===== config.mk =====
export PLATFORM = sky130hd
export DESIGN_NAME = iaod_mul
export DESIGN_NICKNAME = d
export VERILOG_FILES = /design/src/hw/rtl/iaod_pkg.sv /design/src/hw/rtl/iaod_mul.sv
export SDC_FILE = /design/constraint.sdc
export NUM_CORES = 1
export LEC_CHECK = 0
export BUFFER_PORTS_ARGS = -buffer_cell sky130_fd_sc_hd__buf_2
export CORE_ASPECT_RATIO = 1.5
export CORE_MARGIN = 2
export CORE_UTILIZATION = 30
export CTS_BUF_LIST = sky130_fd_sc_hd__clkbuf_16
export DETAILED_ROUTE_END_ITERATION = 12
export PLACE_DENSITY = 0.51
export SYNTH_ARGS = -nofsm -noshare
export SYNTH_HDL_FRONTEND = slang
export SYNTH_SLANG_ARGS = --single-unit

===== constraint.sdc =====
create_clock -name clk -period 10.23 [get_ports clk]
set_clock_uncertainty 0.2 [all_clocks]
set_input_delay 2.046 -clock clk [delete_from_list [all_inputs] [get_ports clk]]
set_output_delay 2.046 -clock clk [all_outputs]
set_load 0.05 [all_outputs]

===== src/hw/rtl/iaod_pkg.sv =====
// shared constants, codes and helpers for the imu axis orientation detector
// used by iaod_mul and imu_axis_orientation_detect
`default_nettype none
package iaod_pkg;

  localparam int MAX_SAMPLES = 1024;
  localparam int CNT_W       = $clog2(MAX_SAMPLES + 1);
  localparam int SUM_W       = 16 + $clog2(MAX_SAMPLES) + 1;
  localparam int SQ_W        = 32 + $clog2(MAX_SAMPLES);
  localparam int SHORT_LIMIT = 20;
  localparam int CFG_W       = 15;

  localparam int MUL_A_W = 32;
  localparam int MUL_B_W = 16;
  localparam int MUL_P_W = MUL_A_W + MUL_B_W;
  localparam int D_W     = SUM_W + CNT_W + 1;

  localparam logic [1:0] ACT_CLEAR  = 2'd0;
  localparam logic [1:0] ACT_SAMPLE = 2'd1;
  localparam logic [1:0] ACT_EVAL   = 2'd2;
  localparam logic [1:0] ACT_NONE   = 2'd3;

  localparam logic [1:0] STAT_OK      = 2'd0;
  localparam logic [1:0] STAT_NO_GRAV = 2'd1;
  localparam logic [1:0] STAT_NO_ROLL = 2'd2;

  localparam logic [2:0] REG_GRAVITY_MIN = 3'd0;
  localparam logic [2:0] REG_ROLL_MIN    = 3'd1;
  localparam logic [2:0] REG_PITCH_WARN  = 3'd2;
  localparam logic [2:0] REG_YAW_RMS     = 3'd3;
  localparam logic [2:0] REG_TAP_THR     = 3'd4;

  function automatic logic [SUM_W-1:0] abs_sum(input logic signed [SUM_W-1:0] v);
    return v[SUM_W-1] ? SUM_W'(-v) : v;
  endfunction

  function automatic logic [D_W-1:0] abs_d(input logic signed [D_W-1:0] v);
    return v[D_W-1] ? D_W'(-v) : v;
  endfunction

endpackage
`default_nettype wire


===== src/hw/rtl/iaod_mul.sv =====
// shared signed multiplier with a registered product
// depends on iaod_pkg for operand widths
`default_nettype none
module iaod_mul (
  input  wire logic                                clk,
  input  wire logic signed [iaod_pkg::MUL_A_W-1:0] mul_a,
  input  wire logic signed [iaod_pkg::MUL_B_W-1:0] mul_b,
  output logic signed [iaod_pkg::MUL_P_W-1:0]      prod_r
);

  always_ff @(posedge clk) begin
    prod_r <= mul_a * mul_b;
  end

endmodule
`default_nettype wire


==> results of run 1 <==
[Yosys cell counts, types with 3 or more instances]
cell,count,area (um2)
inv_1,555,2080
nand2_1,297,1110
nor3_1,5,25.0
o21a_1,4,30.0
o31ai_1,3,22.5
a21boi_0,3,22.5
or3_1,3,18.8
o211ai_1,4,30.0
and2_1,203,1270
nor2_1,36,135
a21o_1,28,210
o21ai_2,3,26.3
a31oi_1,4,25.0
xor2_1,11,96.3
nand2b_1,9,56.3
a21oi_1,42,210
and3_1,6,37.5
fa_1,486,9730
nand4_1,8,50.1
nor2b_1,4,25.0
clkbuf_1,89,334
a221oi_2,3,45.0
xnor2_1,40,350
nand3_1,10,50.1
a211oi_1,3,22.5
o21ai_0,23,115
dfxtp_1,48,961
o21bai_1,10,75.1
ha_1,114,1430
[cells in the final DEF (no fill, tap or decap), types with 4 or more instances in the layout]
master	n
inv_1	555
fa_1	486
nand2_1	297
and2_1	203
ha_1	114
buf_2	96
dfxtp_1	48
a21oi_1	42
xnor2_1	40
nor2_1	36
a21o_1	28
o21ai_0	23
xor2_1	11
nand3_1	10
o21bai_1	10
nand2b_1	9
nand4_1	8
buf_4	8
and3_1	6
nor3_1	5
clkbuf_16	5
o211ai_1	4
o21a_1	4
a31oi_1	4
nor2b_1	4
[kinds of logic (layout without fill, tap and decap cells)]
group	count (synthesis)	after routing	share of synthesized area (%)
compound gates	143	143	5.11
xor+xnor	51	51	2.38
fa+ha+maj	600	600	59.4
buf+inv	646	669	12.9
flops	48	48	5.12
simple gates	585	585	15.0
[per-stage QoR]
step	hold slack, ns	util [%]	setup slack [ns]
after global routing	1.99	32.5	0.992
after floorplan	1.97	-	2.26
after global placement	2.31	32.2	0.852
after CTS	1.98	32.5	1.18
after detailed placement	2.31	32.2	0.843
final	2.00	32.5	1.29
[metal layers]
layer	routed length, um	track usage (%)	vias up
met4	2100	7.26	4
li1	-	-	5986
met3	1550	2.00	103
met5	27	0	-
met1	18500	17.8	7016
met2	30500	35.4	297
[final cells by class]
type	instances	share of cell area [%]
inverter	556	10.3
timing repair buffer	105	2.78
clock buffer	5	0.620
sequential	48	4.76
clock inverter	3	0.341
tap	798	4.95
multi-input combinational	1379	76.2
[worst max path at each step]
stage	start	endpoint	slack, ns	depth (start not counted)
after floorplan	mul_a[30]	prod_r[46]$_DFF_P_	2.26	24
after global placement	mul_b[15]	prod_r[47]$_DFF_P_	0.85	22
after detailed placement	mul_b[15]	prod_r[47]$_DFF_P_	0.84	22
after CTS	mul_b[15]	prod_r[47]$_DFF_P_	1.18	22
after global routing	mul_b[15]	prod_r[46]$_DFF_P_	0.99	22
final	mul_b[15]	prod_r[47]$_DFF_P_	1.29	22
==> out/qor.txt, run 1 <==
number of global-route vias before repair = 15,600
Top Registers = prod_r (48)
vias = 13,400
via/cell ratio = 4.63
CTS tree = built
Slew Viols, Final = 0
CTS H-tree lvls = 2
warnings from Yosys = 0
CTS buffer count = 5
Max FO, Critical Path = 15
mean post-synth cell area = 9.05 um2
Port Buffers = 96
critical path data arrival time = 9.02 ns
Mapped Cells = 2,073
# diodes = 0
DRT Pass-1 Iters = 6
Final HPWL DP = 43,900 um
P&R area growth vs syn = 7.54%
Seq cells post-synth = 48
initial antenna violation count = 4
post-place instance area = 20,000 um2
area of the core = 62,100 um2
Setup Buffers After CTS = 0
synth unique cells = 44
Root Buffer = clkbuf_16
Die Y = 310 um
EDFF count, synth = 0
syn nets = 2,722
fin crit period = 8.94 ns
Inst Count DP = 2,886
Fin. Hold Viols = 0
Hold Path Origin = mul_a[0]
row count = 112
clock buffer depth = 2
Initial Util = 30.2%
Max Freq = 112 MHz
Post-DRT Antenna Nets = 0
share of cells above drive strength 1 = 5.96%
Global Route Usage Sum = 17.4%
HP Class = input port to flop
post-DR wirelength/cell = 18.2 um
Design Area, Final = 20,200 um2
CP dominant cell by count = fa_1
TritonCTS Sinks = 48
CTS Hold Bufs = 0
async set-reset flop share out of synthesis = 0%
Largest register FFs = 48
Tcrit/Tclk final = 87.4%
hold endpoint = prod_r[0]$_DFF_P_
I/O pin count = 97
Setup violations, final = 0
fin cells = 2,894
initial DRC count = 612
crit-path cells = buf_2 > clkinv_1 > nor2_1 > fa_1 > fa_1 > fa_1 > fa_1 > fa_1 > inv_1 > fa_1 > inv_1 > ha_1 > and3_1 > and3_1 > nand2_1 > o21ai_0 > o31ai_1 > buf_4 > o311ai_1 > a21oi_2 > o31ai_1 > xnor2_1
Worst-Margin Slew = 0.836 ns
kind of cell adding the most delay to the critical path = adder cells
RSZ-0062 raised after global routing = false
Max-slew headroom = 44.3%
gpl congestion = 0.860
Cell Area, Synth = 18,800 um2
Setup crit end kind = flop
CP Buf/Inv Count = 5
clock-pin transition on the worst setup and hold timing paths = 0.09 ns
status = finished, final reports clean
die width = 208 um
CP required = 10.31 ns
multi-input logic area = 15,400 um2
register area = 961 um2
Max Cap Viol = 0
setup TNS = 0 ns
routed wire length = 52,700 um
DR DRC count = 0
Setup crit start kind = input port
pin count of the biggest net entering global routing = 33
post-synthesis sequential area ratio = 5.12%
worst hold path depth = 2
Fill cells = 6,457
Biggest register = prod_r
critical path's slowest cell = nor2_1
Layout Nets = 2,744
CP max stage delay = 0.54 ns
post-CTS resize count = 0
Main synth FF type = dfxtp_1
first-pass GRT wire length = 85,400 um
Crit Path Category = input port to flop
GR Overflow Total = 0
Die ar. = 64,600 um2
Power of run 1 is not shown: default switching activity piles up to over one toggle a cycle in this logic, so the estimate is an artifact.
==> run 2, diff against run 1 <==
--- a/config.mk
+++ b/config.mk
@@ -10,6 +10,7 @@
 export CORE_MARGIN = 2
 export CORE_UTILIZATION = 30
 export CTS_BUF_LIST = sky130_fd_sc_hd__clkbuf_16
+export CTS_CLUSTER_SIZE = 10
 export DETAILED_ROUTE_END_ITERATION = 12
 export PLACE_DENSITY = 0.51
 export SYNTH_ARGS = -nofsm -noshare
==> constraint.sdc (replaced) <==
create_clock -name clk -period 10.94 [get_ports clk]
set_clock_uncertainty 0.2 [all_clocks]
set_input_delay 2.188 -clock clk [delete_from_list [all_inputs] [get_ports clk]]
set_output_delay 2.188 -clock clk [all_outputs]
set_load 0.05 [all_outputs]
==> out/qor.txt, run 2 (synthesis gave the netlist of run 1 again) <==
initial DRC count = 564 (-7.8%)
first-pass GRT wire length = 84,900 um (-0.56%)
Layout Nets = 2,741 (-0.11%)
Worst Setup EP = prod_r[43]$_DFF_P_
Max Freq = 109 MHz
Tcrit/Tclk final = 84.0%
I/O pin count = 97 (unchanged)
CTS H-tree lvls = 2 (unchanged)
routed wire length = 52,400 um (-0.67%)
P&R area growth vs syn = 7.21%
via/cell ratio = 4.67 (+0.71%)
Setup violations, final = 0 (unchanged)
Post-DRT Antenna Nets = 0 (unchanged)
Crit Path Category = input port to flop
Slew Viols, Final = 0 (unchanged)
Final HPWL DP = 43,600 um (-0.76%)
most frequent cells in the layout = 555 x inv_1, 486 x fa_1, 297 x nand2_1
CTS tree = built
Port Buffers = 96 (unchanged)
beginning of the critical path = mul_b[1]
Initial Util = 30.2% (unchanged)
Largest register FFs = 48 (unchanged)
fin cells = 2,891 (-0.10%)
Setup crit start kind = input port
post-CTS resize count = 0 (unchanged)
die width = 208 um (unchanged)
Fin. Hold Viols = 0 (unchanged)
Inst Count DP = 2,883 (-0.10%)
Die Y = 310 um (unchanged)
Root Buffer = clkbuf_16
post-DR wirelength/cell = 18.1 um (-0.57%)
clock buffer depth = 2 (unchanged)
row count = 112 (unchanged)
CP required = 10.95 ns (+0.64 ns)
DRT Pass-1 Iters = 5 (-1)
area of the core = 62,100 um2 (unchanged)
RSZ-0062 raised after global routing = false
vias = 13,500 (+0.60%)
Max Cap Viol = 0 (unchanged)
Setup Buffers After CTS = 0 (unchanged)
CTS buffer count = 5 (unchanged)
TritonCTS Sinks = 48 (unchanged)
Max FO, Critical Path = 32 (+17)
share of cells above drive strength 1 = 5.83% (-0.13 points)
gpl congestion = 0.895 (+4.1%)
leading cell type in the layout, fill and taps excluded = inv_1
DR DRC count = 0 (unchanged)
CTS Hold Bufs = 0 (unchanged)
clock-pin transition on the worst setup and hold timing paths = 0.08 ns (about the same)
fin crit period = 9.19 ns
Max-slew headroom = 27.8% (-16 points)
Global Route Usage Sum = 17.1% (-0.29 points)
Biggest register = prod_r
Setup crit end kind = flop
pin count of the biggest net entering global routing = 33 (unchanged)
status = finished, final reports clean
Die ar. = 64,600 um2 (unchanged)
Worst-Margin Slew = 1.07 ns (+0.237 ns)
GR Overflow Total = 0 (unchanged)
Top Registers = prod_r (48)
# diodes = 0 (unchanged)
critical path data arrival time = 9.20 ns (+0.18 ns)
setup TNS = 0 ns (unchanged)
number of global-route vias before repair = 15,600 (+0.090%)
HP Class = input port to flop
initial antenna violation count = 2 (-2)
run 2: through the flow:
| step | hold slack [ns] | setup WS [ns] | instance area, um2 | utilization [%] |
|---|---|---|---|---|
| 2_1_floorplan | 2.11 | 2.83 | 18800 | - |
| 3_3_place_gp | 2.46 | 1.51 | 20000 | 32.1 |
| 3_5_place_dp | 2.46 | 1.40 | 20000 | 32.1 |
| 4_1_cts | 2.16 | 1.73 | 20100 | 32.4 |
| 5_1_grt | 2.17 | 1.46 | 20100 | 32.4 |
| 6_report | 2.18 | 1.75 | 20100 | 32.4 |
run 2: area by class of cell:
type,instances,area (um2)
clock buffers,5,125
clock inverters,3,42.5
fillers,6481,42000
inverters,556,2090
multi-input cells,1379,15400
flip-flops and latches,48,961
well taps,798,998
repair buffers,102,526
run 2: layer usage:
metal / share of wire (%) / GRT usage (%) / vias to the layer above
met5: 0.042 / 0 / -
met4: 3.2 / 5.82 / 4
met2: 58 / 35.4 / 313
met3: 3.4 / 1.80 / 103
li1: - / - / 5970
met1: 35 / 17.7 / 7097
run 2: worst min-delay path by stage:
| stage | start | to | slack [ns] | cells after the start |
|---|---|---|---|---|
| floorplan | mul_b[0] | prod_r[0]$_DFF_P_ | 2.11 | 1 |
| global placement | prod_r[18]$_DFF_P_ | prod_r[18] | 2.46 | 1 |
| detailed placement | prod_r[23]$_DFF_P_ | prod_r[23] | 2.46 | 1 |
| CTS | mul_a[0] | prod_r[0]$_DFF_P_ | 2.16 | 2 |
| global route | mul_a[0] | prod_r[0]$_DFF_P_ | 2.17 | 2 |
| finish | mul_a[0] | prod_r[0]$_DFF_P_ | 2.18 | 2 |
run 2: worst max-delay path, cell delays in order:
cell,delay [ns]
buf_2,0.62
nand2_1,0.20
fa_1,0.55
fa_1,0.46
fa_1,0.55
inv_1,0.06
fa_1,0.49
fa_1,0.49
inv_1,0.05
fa_1,0.47
inv_1,0.04
ha_1,0.34
a21o_1,0.18
a211o_1,0.28
o211ai_1,0.16
o21ai_0,0.20
o31ai_1,0.92
o311ai_1,0.30
a21oi_2,0.32
o21ai_0,0.15
xor2_1,0.16
Power of run 2 is left out for the same reason.
